==> src/sv/fbst_pkg.sv <==
// shared types and constants for the focus/break session timer
// no dependencies; imported by every module of the block
package fbst_pkg;

  // timer phase, also reported on the result word
  typedef enum logic [3:0] {
    PH_IDLE     = 4'd0,
    PH_FOCUS    = 4'd1,
    PH_PAUSED   = 4'd2,
    PH_SHORT    = 4'd3,
    PH_LONG     = 4'd4,
    PH_BPAUSED  = 4'd5,
    PH_REFLECT  = 4'd6,
    PH_COMPLETE = 4'd7,
    PH_ABANDON  = 4'd8
  } phase_t;

  // event codes carried on the input word
  localparam logic [3:0] EV_START   = 4'd0;
  localparam logic [3:0] EV_PAUSE   = 4'd1;
  localparam logic [3:0] EV_TICK    = 4'd2;
  localparam logic [3:0] EV_DONE    = 4'd3;
  localparam logic [3:0] EV_ABANDON = 4'd4;
  localparam logic [3:0] EV_RESUME  = 4'd5;
  localparam logic [3:0] EV_SKIPBRK = 4'd6;
  localparam logic [3:0] EV_SUBMIT  = 4'd7;
  localparam logic [3:0] EV_SKIP    = 4'd8;
  localparam logic [3:0] EV_RESET   = 4'd9;

  // configuration register indexes
  localparam int unsigned CFG_IDX_W = 3;
  localparam logic [CFG_IDX_W-1:0] CFG_FOCUS   = 3'd0;
  localparam logic [CFG_IDX_W-1:0] CFG_SHORT   = 3'd1;
  localparam logic [CFG_IDX_W-1:0] CFG_LONG    = 3'd2;
  localparam logic [CFG_IDX_W-1:0] CFG_EVERY   = 3'd3;
  localparam logic [CFG_IDX_W-1:0] CFG_REFLECT = 3'd4;

  // field widths
  localparam int unsigned LEN_W   = 16;
  localparam int unsigned CNT_W   = 16;
  localparam int unsigned EVERY_W = 8;
  localparam int unsigned STAMP_W = 32;

  // register reset values
  localparam logic [LEN_W-1:0]   FOCUS_RST = 16'd1500;
  localparam logic [LEN_W-1:0]   SHORT_RST = 16'd300;
  localparam logic [LEN_W-1:0]   LONG_RST  = 16'd900;
  localparam logic [EVERY_W-1:0] EVERY_RST = 8'd4;

  // controller states
  typedef enum logic [1:0] {
    C_WAIT  = 2'd0,
    C_DIV   = 2'd1,
    C_APPLY = 2'd2
  } ctrl_state_t;

  // controller to datapath
  typedef struct packed {
    logic latch;
    logic mod_start;
    logic apply;
  } fbst_cmd_t;

  // datapath to controller
  typedef struct packed {
    logic need_mod;
    logic mod_done;
    logic out_blocked;
  } fbst_sts_t;

endpackage

==> src/sv/focus_break_session_timer.sv <==
// focus/break session timer, top level
// joins fbst_ctrl and fbst_datapath; uses fbst_pkg
//
// usage:
//   input channel (in_valid, in_stall, func, now): one event word per item,
//   taken at an edge with in_valid high and in_stall low
//   output channel (out_valid, out_stall, *_out): one result word per event,
//   the whole timer state after the event; taken when out_stall is low
//   configuration (cfg_valid, cfg_ready, cfg_index, cfg_data): cfg_ready is
//   always high; indexes 0..4 select the lengths, the long-break interval and
//   the reflection enable; other indexes are ignored
// timing:
//   an event is latched, then its update is committed in the apply state; done
//   while focusing with a nonzero session count and interval first waits in the
//   divide state for the bit-serial remainder unit (one session-count bit per cycle)
//   a new event is taken only while the controller waits and no result word is
//   held stalled, so no event is taken before the previous one is committed
// reset: synchronous; registers return to their defaults, phase idle
// stall: a held result keeps in_stall high; the word stays unchanged
module focus_break_session_timer (
  input  logic                              clk,
  input  logic                              rst,
  input  logic                              in_valid,
  output logic                              in_stall,
  input  logic [3:0]                        func,
  input  logic [fbst_pkg::STAMP_W-1:0]      now,
  output logic                              out_valid,
  input  logic                              out_stall,
  output logic [3:0]                        phase_out,
  output logic [fbst_pkg::LEN_W-1:0]        remaining_out,
  output logic [fbst_pkg::CNT_W-1:0]        session_out,
  output logic [fbst_pkg::STAMP_W-1:0]      started_out,
  output logic [fbst_pkg::STAMP_W-1:0]      paused_out,
  output logic                              long_kind_out,
  input  logic                              cfg_valid,
  output logic                              cfg_ready,
  input  logic [fbst_pkg::CFG_IDX_W-1:0]    cfg_index,
  input  logic [fbst_pkg::LEN_W-1:0]        cfg_data
);
  import fbst_pkg::*;

  fbst_cmd_t cmd;
  fbst_sts_t sts;

  // register writes never wait
  assign cfg_ready = 1'b1;

  fbst_ctrl u_ctrl (
    .clk      (clk),
    .rst      (rst),
    .in_valid (in_valid),
    .in_stall (in_stall),
    .sts      (sts),
    .cmd      (cmd)
  );

  fbst_datapath u_dp (
    .clk           (clk),
    .rst           (rst),
    .cmd           (cmd),
    .sts           (sts),
    .func          (func),
    .now           (now),
    .cfg_valid     (cfg_valid),
    .cfg_index     (cfg_index),
    .cfg_data      (cfg_data),
    .out_stall     (out_stall),
    .out_valid     (out_valid),
    .phase_out     (phase_out),
    .remaining_out (remaining_out),
    .session_out   (session_out),
    .started_out   (started_out),
    .paused_out    (paused_out),
    .long_kind_out (long_kind_out)
  );

  // checks
  a_one_result: assert property (@(posedge clk) disable iff (rst)
    (in_valid && !in_stall) |=> !out_valid) else $error("result before its event");

endmodule

==> src/sv/fbst_modulo.sv <==
// serial remainder unit: session count modulo the long-break interval
// one dividend bit per cycle, restoring; uses fbst_pkg
module fbst_modulo (
  input  logic                          clk,
  input  logic                          rst,
  input  logic                          start,
  input  logic [fbst_pkg::CNT_W-1:0]    dividend,
  input  logic [fbst_pkg::EVERY_W-1:0]  divisor,
  output logic                          done,
  output logic                          rem_zero
);
  import fbst_pkg::*;

  localparam int unsigned STEP_W = $clog2(CNT_W);
  localparam logic [STEP_W-1:0] LAST_STEP = STEP_W'(CNT_W - 1);

  logic               busy;
  logic [STEP_W-1:0]  step;
  logic [CNT_W-1:0]   dvd;
  logic [EVERY_W-1:0] dsr;
  logic [EVERY_W-1:0] rem;
  logic [EVERY_W:0]   trial;
  logic [EVERY_W:0]   diff;

  // one restoring step
  assign trial = {rem, dvd[CNT_W-1]};
  assign diff  = trial - {1'b0, dsr};

  // control of the iteration
  always_ff @(posedge clk) begin
    if (rst) begin
      busy <= 1'b0;
      done <= 1'b0;
      step <= '0;
    end else begin
      done <= busy && (step == LAST_STEP);
      if (start) begin
        busy <= 1'b1;
        step <= '0;
      end else if (busy) begin
        step <= step + 1'b1;
        if (step == LAST_STEP) busy <= 1'b0;
      end
    end
  end

  // operand and remainder registers
  always_ff @(posedge clk) begin
    if (start) begin
      dvd <= dividend;
      dsr <= divisor;
      rem <= '0;
    end else if (busy) begin
      dvd <= {dvd[CNT_W-2:0], 1'b0};
      if (trial >= {1'b0, dsr}) rem <= diff[EVERY_W-1:0];
      else                      rem <= trial[EVERY_W-1:0];
    end
  end

  assign rem_zero = (rem == '0);

  // checks
  a_start_busy: assert property (@(posedge clk) disable iff (rst)
    start |=> busy) else $error("modulo did not start");
  a_rem_below: assert property (@(posedge clk) disable iff (rst)
    (busy && dsr != '0) |=> (rem < dsr)) else $error("remainder not below divisor");

endmodule

==> src/sv/fbst_datapath.sv <==
// datapath: configuration registers, timer state, event latch and result flag
// uses fbst_pkg and fbst_modulo
module fbst_datapath (
  input  logic                              clk,
  input  logic                              rst,
  input  fbst_pkg::fbst_cmd_t               cmd,
  output fbst_pkg::fbst_sts_t               sts,
  input  logic [3:0]                        func,
  input  logic [fbst_pkg::STAMP_W-1:0]      now,
  input  logic                              cfg_valid,
  input  logic [fbst_pkg::CFG_IDX_W-1:0]    cfg_index,
  input  logic [fbst_pkg::LEN_W-1:0]        cfg_data,
  input  logic                              out_stall,
  output logic                              out_valid,
  output logic [3:0]                        phase_out,
  output logic [fbst_pkg::LEN_W-1:0]        remaining_out,
  output logic [fbst_pkg::CNT_W-1:0]        session_out,
  output logic [fbst_pkg::STAMP_W-1:0]      started_out,
  output logic [fbst_pkg::STAMP_W-1:0]      paused_out,
  output logic                              long_kind_out
);
  import fbst_pkg::*;

  logic [LEN_W-1:0]   focus_length;
  logic [LEN_W-1:0]   short_break_length;
  logic [LEN_W-1:0]   long_break_length;
  logic [EVERY_W-1:0] sessions_per_long_break;
  logic               reflection_on;

  phase_t             phase, phase_next;
  logic [LEN_W-1:0]   remaining, remaining_next;
  logic [CNT_W-1:0]   session_count, session_count_next;
  logic [STAMP_W-1:0] start_stamp, start_stamp_next;
  logic [STAMP_W-1:0] pause_stamp, pause_stamp_next;
  logic               break_is_long, break_is_long_next;

  logic [3:0]         ev;
  logic [STAMP_W-1:0] ev_now;
  logic               long_chk;
  logic               mod_done;
  logic               rem_zero;
  logic               long_due;
  logic [CNT_W-1:0]   session_inc;

  // configuration registers
  always_ff @(posedge clk) begin
    if (rst) begin
      focus_length            <= FOCUS_RST;
      short_break_length      <= SHORT_RST;
      long_break_length       <= LONG_RST;
      sessions_per_long_break <= EVERY_RST;
      reflection_on           <= 1'b0;
    end else if (cfg_valid) begin
      unique case (cfg_index)
        CFG_FOCUS:   focus_length            <= cfg_data;
        CFG_SHORT:   short_break_length      <= cfg_data;
        CFG_LONG:    long_break_length       <= cfg_data;
        CFG_EVERY:   sessions_per_long_break <= cfg_data[EVERY_W-1:0];
        CFG_REFLECT: reflection_on           <= cfg_data[0];
        default: ;
      endcase
    end
  end

  // the long-break check needs the remainder unit only for done in focus
  assign sts.need_mod = (phase == PH_FOCUS) && (func == EV_DONE)
                        && (session_count != '0) && (sessions_per_long_break != '0);

  // event latch
  always_ff @(posedge clk) begin
    if (cmd.latch) begin
      ev       <= func;
      ev_now   <= now;
      long_chk <= sts.need_mod;
    end
  end

  fbst_modulo u_mod (
    .clk      (clk),
    .rst      (rst),
    .start    (cmd.mod_start),
    .dividend (session_count),
    .divisor  (sessions_per_long_break),
    .done     (mod_done),
    .rem_zero (rem_zero)
  );

  assign sts.mod_done = mod_done;
  assign long_due     = long_chk && rem_zero;
  assign session_inc  = (session_count == '1) ? session_count : session_count + 1'b1;

  // phase transition for the latched event
  always_comb begin
    phase_next         = phase;
    remaining_next     = remaining;
    session_count_next = session_count;
    start_stamp_next   = start_stamp;
    pause_stamp_next   = pause_stamp;
    break_is_long_next = break_is_long;
    unique case (phase)
      PH_IDLE: begin
        if (ev == EV_START) begin
          session_count_next = CNT_W'(1);
          phase_next         = PH_FOCUS;
          remaining_next     = focus_length;
          start_stamp_next   = ev_now;
          pause_stamp_next   = '0;
          break_is_long_next = 1'b0;
        end
      end
      PH_FOCUS: begin
        if (ev == EV_PAUSE) begin
          phase_next         = PH_PAUSED;
          start_stamp_next   = '0;
          pause_stamp_next   = ev_now;
          break_is_long_next = 1'b0;
        end else if (ev == EV_TICK) begin
          if (remaining != '0) remaining_next = remaining - 1'b1;
        end else if (ev == EV_DONE) begin
          phase_next         = long_due ? PH_LONG : PH_SHORT;
          remaining_next     = long_due ? long_break_length : short_break_length;
          start_stamp_next   = ev_now;
          pause_stamp_next   = '0;
          break_is_long_next = 1'b0;
        end else if (ev == EV_ABANDON) begin
          phase_next         = PH_ABANDON;
          remaining_next     = '0;
          start_stamp_next   = ev_now;
          pause_stamp_next   = '0;
          break_is_long_next = 1'b0;
        end
      end
      PH_PAUSED: begin
        if (ev == EV_RESUME) begin
          phase_next         = PH_FOCUS;
          start_stamp_next   = ev_now;
          pause_stamp_next   = '0;
          break_is_long_next = 1'b0;
        end else if (ev == EV_ABANDON) begin
          phase_next         = PH_ABANDON;
          remaining_next     = '0;
          start_stamp_next   = ev_now;
          pause_stamp_next   = '0;
          break_is_long_next = 1'b0;
        end
      end
      PH_SHORT, PH_LONG: begin
        if (ev == EV_PAUSE) begin
          phase_next         = PH_BPAUSED;
          start_stamp_next   = '0;
          pause_stamp_next   = ev_now;
          break_is_long_next = (phase == PH_LONG);
        end else if (ev == EV_TICK) begin
          if (remaining != '0) remaining_next = remaining - 1'b1;
        end else if (ev == EV_DONE || ev == EV_SKIPBRK) begin
          pause_stamp_next   = '0;
          break_is_long_next = 1'b0;
          if (reflection_on) begin
            phase_next       = PH_REFLECT;
            remaining_next   = '0;
            start_stamp_next = '0;
          end else begin
            session_count_next = session_inc;
            phase_next         = PH_FOCUS;
            remaining_next     = focus_length;
            start_stamp_next   = ev_now;
          end
        end else if (ev == EV_ABANDON) begin
          phase_next         = PH_ABANDON;
          remaining_next     = '0;
          start_stamp_next   = ev_now;
          pause_stamp_next   = '0;
          break_is_long_next = 1'b0;
        end
      end
      PH_BPAUSED: begin
        if (ev == EV_RESUME) begin
          phase_next       = break_is_long ? PH_LONG : PH_SHORT;
          start_stamp_next = ev_now;
          pause_stamp_next = '0;
        end else if (ev == EV_SKIPBRK) begin
          pause_stamp_next   = '0;
          break_is_long_next = 1'b0;
          if (reflection_on) begin
            phase_next       = PH_REFLECT;
            remaining_next   = '0;
            start_stamp_next = '0;
          end else begin
            session_count_next = session_inc;
            phase_next         = PH_FOCUS;
            remaining_next     = focus_length;
            start_stamp_next   = ev_now;
          end
        end else if (ev == EV_ABANDON) begin
          phase_next         = PH_ABANDON;
          remaining_next     = '0;
          start_stamp_next   = ev_now;
          pause_stamp_next   = '0;
          break_is_long_next = 1'b0;
        end
      end
      PH_REFLECT: begin
        if (ev == EV_SUBMIT || ev == EV_SKIP) begin
          phase_next         = PH_COMPLETE;
          remaining_next     = '0;
          start_stamp_next   = '0;
          pause_stamp_next   = '0;
          break_is_long_next = 1'b0;
        end
      end
      PH_COMPLETE, PH_ABANDON: begin
        if (ev == EV_RESET) begin
          session_count_next = '0;
          phase_next         = PH_IDLE;
          remaining_next     = focus_length;
          start_stamp_next   = '0;
          pause_stamp_next   = '0;
          break_is_long_next = 1'b0;
        end
      end
      default: ;
    endcase
  end

  // timer state, which also stands as the result word
  always_ff @(posedge clk) begin
    if (rst) begin
      phase         <= PH_IDLE;
      remaining     <= FOCUS_RST;
      session_count <= '0;
      start_stamp   <= '0;
      pause_stamp   <= '0;
      break_is_long <= 1'b0;
    end else if (cmd.apply) begin
      phase         <= phase_next;
      remaining     <= remaining_next;
      session_count <= session_count_next;
      start_stamp   <= start_stamp_next;
      pause_stamp   <= pause_stamp_next;
      break_is_long <= break_is_long_next;
    end
  end

  // result valid flag
  always_ff @(posedge clk) begin
    if (rst) begin
      out_valid <= 1'b0;
    end else if (cmd.apply) begin
      out_valid <= 1'b1;
    end else if (out_valid && !out_stall) begin
      out_valid <= 1'b0;
    end
  end

  assign sts.out_blocked = out_valid && out_stall;

  assign phase_out     = phase;
  assign remaining_out = remaining;
  assign session_out   = session_count;
  assign started_out   = start_stamp;
  assign paused_out    = pause_stamp;
  assign long_kind_out = break_is_long;

  // checks
  a_apply_shows: assert property (@(posedge clk) disable iff (rst)
    cmd.apply |=> out_valid) else $error("result not shown after update");
  a_apply_free: assert property (@(posedge clk) disable iff (rst)
    cmd.apply |-> !out_valid) else $error("state updated under a pending result");

endmodule

==> src/sv/fbst_ctrl.sv <==
// controller: accepts an event, runs the long-break check when needed, commits the update
// uses fbst_pkg
module fbst_ctrl (
  input  logic                 clk,
  input  logic                 rst,
  input  logic                 in_valid,
  output logic                 in_stall,
  input  fbst_pkg::fbst_sts_t  sts,
  output fbst_pkg::fbst_cmd_t  cmd
);
  import fbst_pkg::*;

  ctrl_state_t state, state_next;
  logic        accept;

  // state register
  always_ff @(posedge clk) begin
    if (rst) state <= C_WAIT;
    else     state <= state_next;
  end

  // a new event only in the wait state, once the previous result word is taken or leaving
  assign in_stall = (state != C_WAIT) || sts.out_blocked;
  assign accept   = in_valid && !in_stall;

  // next state and commands
  always_comb begin
    state_next    = state;
    cmd.latch     = 1'b0;
    cmd.mod_start = 1'b0;
    cmd.apply     = 1'b0;
    unique case (state)
      C_WAIT: begin
        if (accept) begin
          cmd.latch = 1'b1;
          if (sts.need_mod) begin
            cmd.mod_start = 1'b1;
            state_next    = C_DIV;
          end else begin
            state_next = C_APPLY;
          end
        end
      end
      C_DIV: begin
        if (sts.mod_done) state_next = C_APPLY;
      end
      C_APPLY: begin
        cmd.apply  = 1'b1;
        state_next = C_WAIT;
      end
      default: state_next = C_WAIT;
    endcase
  end

  // checks
  a_apply_once: assert property (@(posedge clk) disable iff (rst)
    state == C_APPLY |=> state == C_WAIT) else $error("update not single cycle");

endmodule

==> config.mk <==
export PLATFORM = sky130hd
export DESIGN_NAME = focus_break_session_timer
export DESIGN_NICKNAME = d
export VERILOG_FILES = /design/src/sv/fbst_pkg.sv /design/src/sv/focus_break_session_timer.sv /design/src/sv/fbst_modulo.sv /design/src/sv/fbst_datapath.sv /design/src/sv/fbst_ctrl.sv
export SDC_FILE = /design/constraint.sdc
export NUM_CORES = 1
export LEC_CHECK = 0
export BUFFER_PORTS_ARGS = -buffer_cell sky130_fd_sc_hd__buf_4
export CAP_MARGIN = 0
export CORE_AREA = 2 2 113 197
export CTS_BUF_LIST = sky130_fd_sc_hd__clkbuf_8
export CTS_CLUSTER_DIAMETER = 200
export CTS_CLUSTER_SIZE = 25
export DETAILED_ROUTE_END_ITERATION = 8
export DIE_AREA = 0 0 115 199
export MAX_ROUTING_LAYER = met4
export PLACE_DENSITY = 0.81
export SYNTH_ARGS = -nofsm -noshare
export SYNTH_HDL_FRONTEND = slang
export SYNTH_HIERARCHICAL = 1
export SYNTH_SLANG_ARGS = --single-unit
==> constraint.sdc <==
create_clock -name clk -period 3.8 [get_ports clk]
set_input_delay 0 -clock clk [delete_from_list [all_inputs] [get_ports clk]]
set_output_delay 0 -clock clk [all_outputs]
set_load 0.03 [all_outputs]
==> results of run 1 <==
==> layout make-up <==
class | count | area [um^2]
clock inverters | 9 | 50.0
repair buffers | 258 | 2090
multi-input cells | 879 | 5640
fillers | 1795 | 7590
inverters | 30 | 113
well taps | 255 | 319
clock buffers | 13 | 179
flip-flops and latches | 236 | 5340
==> cells by family (layout without fill, tap and decap cells) <==
group	count (synthesis)	in the layout	share of synthesized area, %
AO/OA/AOI/OAI	356	356	22.0
buffers and inverters	123	310	4.58
other	1	1	0.0327
adder cells (fa/ha/maj)	13	13	1.48
XOR/XNOR	10	10	0.763
AND/OR/NAND/NOR	466	466	21.5
multiplexers	33	33	3.06
flip-flops	236	236	46.5
==> cell usage in the layout, fill, tap and decap left out, types with 7 or more instances in the layout <==
cell / netlist / routed
nand4_1: 18 / 18
nor4_1: 11 / 11
o211ai_1: 11 / 11
o2bb2ai_1: 7 / 7
dlygate4sd3_1: 0 / 58
clkbuf_8: 0 / 13
o21a_1: 7 / 7
ha_1: 12 / 12
nand3_1: 62 / 62
inv_1: 29 / 36
a311oi_1: 10 / 10
or3_1: 9 / 9
nor2b_1: 8 / 8
a21oi_1: 81 / 81
o21ai_0: 58 / 58
and2_1: 7 / 7
edfxtp_1: 61 / 61
nor2_1: 63 / 62
mux2i_1: 16 / 16
o22ai_1: 7 / 7
a22o_1: 62 / 62
nand2b_1: 12 / 12
a31oi_1: 12 / 12
o31ai_1: 7 / 7
and3_1: 19 / 19
mux2_2: 17 / 17
nand2_1: 170 / 170
dfxtp_1: 175 / 175
buf_4: 5 / 199
a211o_1: 7 / 7
or4_1: 10 / 10
nor3_1: 17 / 17
nor3b_1: 8 / 8
a211oi_1: 16 / 16
==> flip-flops by register name (all words and copies together), names as in the netlist <==
signal and flops:
u_dp/u_mod/dvd 16, u_dp/long_break_length 16, u_dp/paused_out 32, u_dp/u_mod/done 1
u_dp/u_mod/dsr 8, u_dp/ev 4, u_ctrl/state 2, u_dp/long_kind_out 1
u_dp/short_break_length 16, u_dp/session_out 16, u_dp/long_chk 1, u_dp/focus_length 16
u_dp/u_mod/step 4, u_dp/u_mod/busy 1, u_dp/u_mod/rem 8, u_dp/reflection_on 1
u_dp/remaining_out 16, u_dp/started_out 32, u_dp/out_valid 1, u_dp/phase_out 4
u_dp/sessions_per_long_break 8, u_dp/ev_now 32
==> Yosys cell counts, drive strengths merged, types with 5 or more instances <==
master,number,area (um^2)
nand3,62,310
or4b,5,50.1
mux2,17,191
nor2b,8,50.1
a221o,5,50.1
a21o,5,37.5
nand2b,12,75.1
o2bb2ai,7,61.3
o31ai,7,52.6
nand4,18,113
nor2,63,236
o211ai,11,82.6
o22ai,7,43.8
or3,10,67.6
o21a,7,52.6
nor3b,8,60.1
or4,11,86.3
and3,19,119
a211oi,16,120
o311ai,5,43.8
o21ai,64,324
buf,34,190
inv,29,109
a21oi,84,439
clkbuf,59,223
dfxtp,175,3500
mux2i,16,160
a311oi,10,87.6
a211o,7,61.3
xnor2,6,52.6
nor3,19,105
and4,6,52.6
and2,7,43.8
ha,12,150
a22o,62,543
nor4b,10,130
a2111oi,6,58.8
nand2,171,649
edfxtp,61,1830
nor4,15,119
a31oi,13,87.6
==> power by group through the flow <==
stage	registers [mW]	logic, mW	clock network [mW]
after global routing	2.71	0.460	1.21
final	2.70	0.429	1.12
after global placement	2.75	0.364	0
after floorplan	2.73	0.222	0
after CTS	2.70	0.421	1.13
after detailed placement	2.75	0.368	0
==> routing by layer <==
metal / wire (um) / up-vias / track usage [%]
met5: 0 / - / -
met4: 2720 / 0 / 19.9
met3: 2280 / 163 / 3.17
met2: 19500 / 556 / 58.5
met1: 13100 / 5277 / 35.2
li1: - / 5003 / -
==> path summary, 6_finish.rpt <==
path | depth (start not counted) | slack, ps | end | start
worst max-delay path | 7 | 390 | u_dp/remaining_out[4]$_SDFFE_PP1P_ | u_dp/ev[1]$_DFFE_PP_
worst min-delay path | 2 | 200 | u_dp/ev_now[30]$_DFFE_PP_ | now[30]
worst max register to register | 7 | 390 | u_dp/remaining_out[4]$_SDFFE_PP1P_ | u_dp/ev[1]$_DFFE_PP_
worst min register to register | 2 | 460 | u_dp/short_break_length[10]$_SDFFE_PP0P_ | u_dp/short_break_length[10]$_SDFFE_PP0P_
==> through the flow <==
stage / setup slack, ps / hold WS [ps]
CTS: 574 / 182
finish: 386 / 195
global route: 241 / 190
global placement: 659 / 178
floorplan: 330 / 72.4
detailed placement: 600 / 180
==> impl_metrics.json, run 1 <==
{
  "tightest_slew_ps": 1230,
  "fmax_mhz": 293,
  "pin_count": 164,
  "cp_num_buf_inv": 1,
  "swShare_pct": 25.6,
  "grt_pass1_wl_mm": 57.6,
  "nets": 1491,
  "crit_type": "reg2reg",
  "synth.distinct_cells": 92,
  "endpoint_kind": "flip-flop",
  "power.internal_mw": 3.16,
  "ys_seq_area_share_pct": 46.5,
  "grt_pass1_vias": 10583,
  "report.final.slew_viol_count": 0,
  "irDropWorstVdd_mv": 0.292,
  "cts.path.max_buffers": 3,
  "crit_fanout": 26,
  "io_buffer_count": 162,
  "p_sw_mw": 1.09,
  "antenna_found_initial": 0,
  "start_kind": "flip-flop",
  "fp.dieW_um": 115,
  "worstPathCellList": "or4b_1 -> buf_4 -> nand2_1 -> a21oi_1 -> a221o_1 -> o32ai_1 -> o21ai_0",
  "power.density_mw_per_mm2": 309,
  "final-hold-violation-count": 0,
  "slowest_delay_ps": 820,
  "cts_tree": "yes",
  "required_ps": 4200,
  "slowest_stage": "or4b_1",
  "layoutNonFillerInstCount": 1680,
  "finalInstanceArea_mm2": 0.0137,
  "synth_edf_count": 61,
  "final_layout_size_suffix_gt1_share_pct": 18.7,
  "synth_area_mm2": 0.0115,
  "pwr-share-comb_pct": 10.1,
  "fin_worst_skew_ps": 29.4,
  "gp_congestion": 1.05,
  "dp_hpwl_mm": 25.9,
  "synth.ff_latch_count": 236,
  "cts_buffers": 13,
  "placed_cell_area_mm2": 0.0129,
  "die_y_um": 199,
  "synth-warning-count": 6,
  "clkLatencyLatePin_ps": 540,
  "synthToLayoutAreaGrowth_pct": 19.7,
  "layout_min_cycle_time_ps": 3410,
  "grt_setup_unrepaired": "false",
  "hold_buffers": 58,
  "p_total_mw": 4.25,
  "power.clock.fraction_pct": 26.3,
  "cts_sinks": 236,
  "status": "complete, no violations",
  "hp-class": "in2reg",
  "path_clk_slew_ps": 150,
  "htreeDepth": 1,
  "ant_nets": 0,
  "dpl.cell_count": 1600,
  "antennaDiodeCount": 0,
  "wire_per_inst_um": 22.4,
  "post_cts_buffers": 0,
  "setup_violations": 0,
  "track_usage_pct": 33.1,
  "post-route-period-util_pct": 89.8,
  "drc": 0,
  "grt.overflow.total": 0,
  "vias": 10999,
  "slew_headroom_pct": 17.8,
  "setup_tns_ps": 0,
  "die_area_mm2": 0.0229,
  "p_leak_nw": 5.27,
  "cts-root-buf": "clkbuf_8",
  "rows": 71,
  "dr.pass1.iters": 5,
  "ys.flop_type": "dfxtp_1",
  "routed_via_density": 6.55,
  "p_seq_share_pct": 63.6,
  "core-area_mm2": 0.0213,
  "drt_iter0_markers": 955,
  "postSynth.asyncResetShare_pct": 0,
  "start_util_pct": 53.8,
  "synthCells": 1238,
  "cp_top_family": "compound AO/OA/AOI/OAI gates",
  "syn_nets": 1311,
  "grt_max_degree": 56,
  "routed_wl_mm": 37.6,
  "ctsResizeCount": 0,
  "avgSynthCellArea_um2": 9.27,
  "maxCapViolations": 0,
  "postLayoutCoreUtil_pct": 64.4,
  "arrival_ps": 3820
}
Power figures use the tool's default switching activity.
==> run 2: changes to the inputs <==
--- a/config.mk
+++ b/config.mk
@@ -7,14 +7,14 @@
 export LEC_CHECK = 0
 export BUFFER_PORTS_ARGS = -buffer_cell sky130_fd_sc_hd__buf_4
 export CAP_MARGIN = 0
-export CORE_AREA = 2 2 113 197
+export CORE_AREA = 2 2 108 188
 export CTS_BUF_LIST = sky130_fd_sc_hd__clkbuf_8
 export CTS_CLUSTER_DIAMETER = 200
 export CTS_CLUSTER_SIZE = 25
 export DETAILED_ROUTE_END_ITERATION = 8
-export DIE_AREA = 0 0 115 199
+export DIE_AREA = 0 0 110 190
 export MAX_ROUTING_LAYER = met4
-export PLACE_DENSITY = 0.81
+export PLACE_DENSITY = 0.87
 export SYNTH_ARGS = -nofsm -noshare
 export SYNTH_HDL_FRONTEND = slang
 export SYNTH_HIERARCHICAL = 1
==> run 2 against run 1 <==
Final cell count shrank 0.60%; total power grew 0.34%; die area shrank 8.7%; largest power group unchanged; critical path depth is the same; sequential share of layout area is essentially flat.
==> impl_metrics.json, run 2 (same netlist as run 1, synthesis figures left out) <==
{
  "setup_tns_ps": 0,
  "drt_iter0_markers": 1268,
  "grt_max_degree": 79,
  "finalInstanceArea_mm2": 0.0137,
  "status": "complete, no violations",
  "cts_tree": "yes",
  "worstPathCellList": "or4b_1 -> a41oi_1 -> and4_1 -> a21boi_1 -> nor2_4 -> buf_4 -> a22o_1",
  "fin_hold_ws_ps": 54.8,
  "final_cell_mix": "buf_4, dfxtp_1, nand2_1",
  "slew_headroom_pct": 21.5,
  "layout_commonest_cell": "buf_4",
  "cts.path.max_buffers": 3,
  "fmax_mhz": 306,
  "clkLatencyLatePin_ps": 550,
  "ctsResizeCount": 0,
  "power.density_mw_per_mm2": 311,
  "drc": 0,
  "layout_setup_ws_ps": 534,
  "setup_violations": 0,
  "pin_count": 164,
  "cp_num_buf_inv": 1,
  "layoutNonFillerInstCount": 1670,
  "cts_sinks": 236,
  "required_ps": 4230,
  "rows": 68,
  "start_kind": "flip-flop",
  "cts_buffers": 13,
  "arrival_ps": 3690,
  "io_buffer_count": 162,
  "final_layout_size_suffix_gt1_share_pct": 18.7,
  "layout_min_cycle_time_ps": 3270,
  "die_y_um": 190,
  "maxCapViolations": 0,
  "dr.pass1.iters": 6,
  "gp_congestion": 0.996,
  "fin_worst_skew_ps": 38.5,
  "die_area_mm2": 0.0209,
  "post-route-period-util_pct": 85.9,
  "grt.overflow.total": 0,
  "hp-class": "in2reg",
  "p_leak_nw": 5.27,
  "dpl.cell_count": 1591,
  "crit_type": "reg2reg",
  "endpoint_kind": "flip-flop",
  "grt_setup_unrepaired": "false",
  "wire_per_inst_um": 22.3,
  "track_usage_pct": 36.2,
  "dp_slack_ps": 659,
  "report.final.slew_viol_count": 0,
  "irDropWorstVdd_mv": 0.400,
  "vias": 10999,
  "tightest_slew_ps": 1170,
  "start_util_pct": 58.9,
  "grt_pass1_wl_mm": 57.0,
  "fp.dieW_um": 110,
  "postLayoutCoreUtil_pct": 70.4,
  "slowest_stage": "edfxtp_1",
  "nets": 1491,
  "routed_wl_mm": 37.3,
  "final-hold-violation-count": 0,
  "antenna_found_initial": 0,
  "crit_fanout": 26,
  "synthToLayoutAreaGrowth_pct": 19.5,
  "antennaDiodeCount": 0,
  "routed_via_density": 6.59,
  "cts-root-buf": "clkbuf_8",
  "slowest_delay_ps": 720,
  "path_clk_slew_ps": 150,
  "p_total_mw": 4.26,
  "cp_top_family": "simple AND/OR/NAND/NOR gates",
  "htreeDepth": 1,
  "grt_pass1_vias": 10552,
  "dp_hpwl_mm": 25.5,
  "placed_cell_area_mm2": 0.0129,
  "core-area_mm2": 0.0195,
  "ant_nets": 0
}
-- run 2: changes by cell type in the layout (fill, tap and decap cells not counted), sizes merged --
cell         previous run  this run
buf                   200       201
dlygate4sd3            58        57
-- run 2: worst reg2reg max path: stages (launching register included) --
cell,delay (ps)
edfxtp_1,720
or4b_1,570
a41oi_1,300
and4_1,490
a21boi_1,370
nor2_4,160
buf_4,270
a22o_1,270
-- run 2: layer usage --
layer | up-vias | routed length [um] | GRT usage, %
met1 | 5176 | 12800 | 38.4
met2 | 637 | 18700 | 61.0
met4 | 0 | 3260 | 25.4
met5 | - | 0 | -
met3 | 200 | 2450 | 4.52
li1 | 4986 | - | -
-- run 2: worst paths after layout --
| path | start | end | slack [ps] | cells after the start |
|---|---|---|---|---|
| worst min-delay path | rst | u_dp/u_mod/busy$_SDFF_PP0_ | 50 | 2 |
| worst max register to register | u_dp/ev[1]$_DFFE_PP_ | u_dp/paused_out[25]$_SDFFE_PP0P_ | 530 | 7 |
| worst min register to register | u_dp/long_break_length[3]$_SDFFE_PP0P_ | u_dp/long_break_length[3]$_SDFFE_PP0P_ | 470 | 2 |
| worst max-delay path | u_dp/ev[1]$_DFFE_PP_ | u_dp/paused_out[25]$_SDFFE_PP0P_ | 530 | 7 |
-- run 2: layout make-up --
type                    instances  area, um^2
clock buffers                  13         179
inverters                      30         113
fillers                      1477        5770
well taps                     245         307
clock inverters                 9        50.0
flip-flops and latches        236        5340
multi-input cells             879        5640
repair buffers                258        2090
-- run 2: power breakdown --
part	total, mW	internal [mW]	switching, mW
clock	1.13	0.340	0.791
combinational	0.431	0.183	0.248
sequential	2.70	2.63	0.0638
-- run 2: repair_timing --
action,4_1_cts,5_1_grt
endpoints found under the hold margin,94,0
hold buffers,57,0
setup buffers,0,0
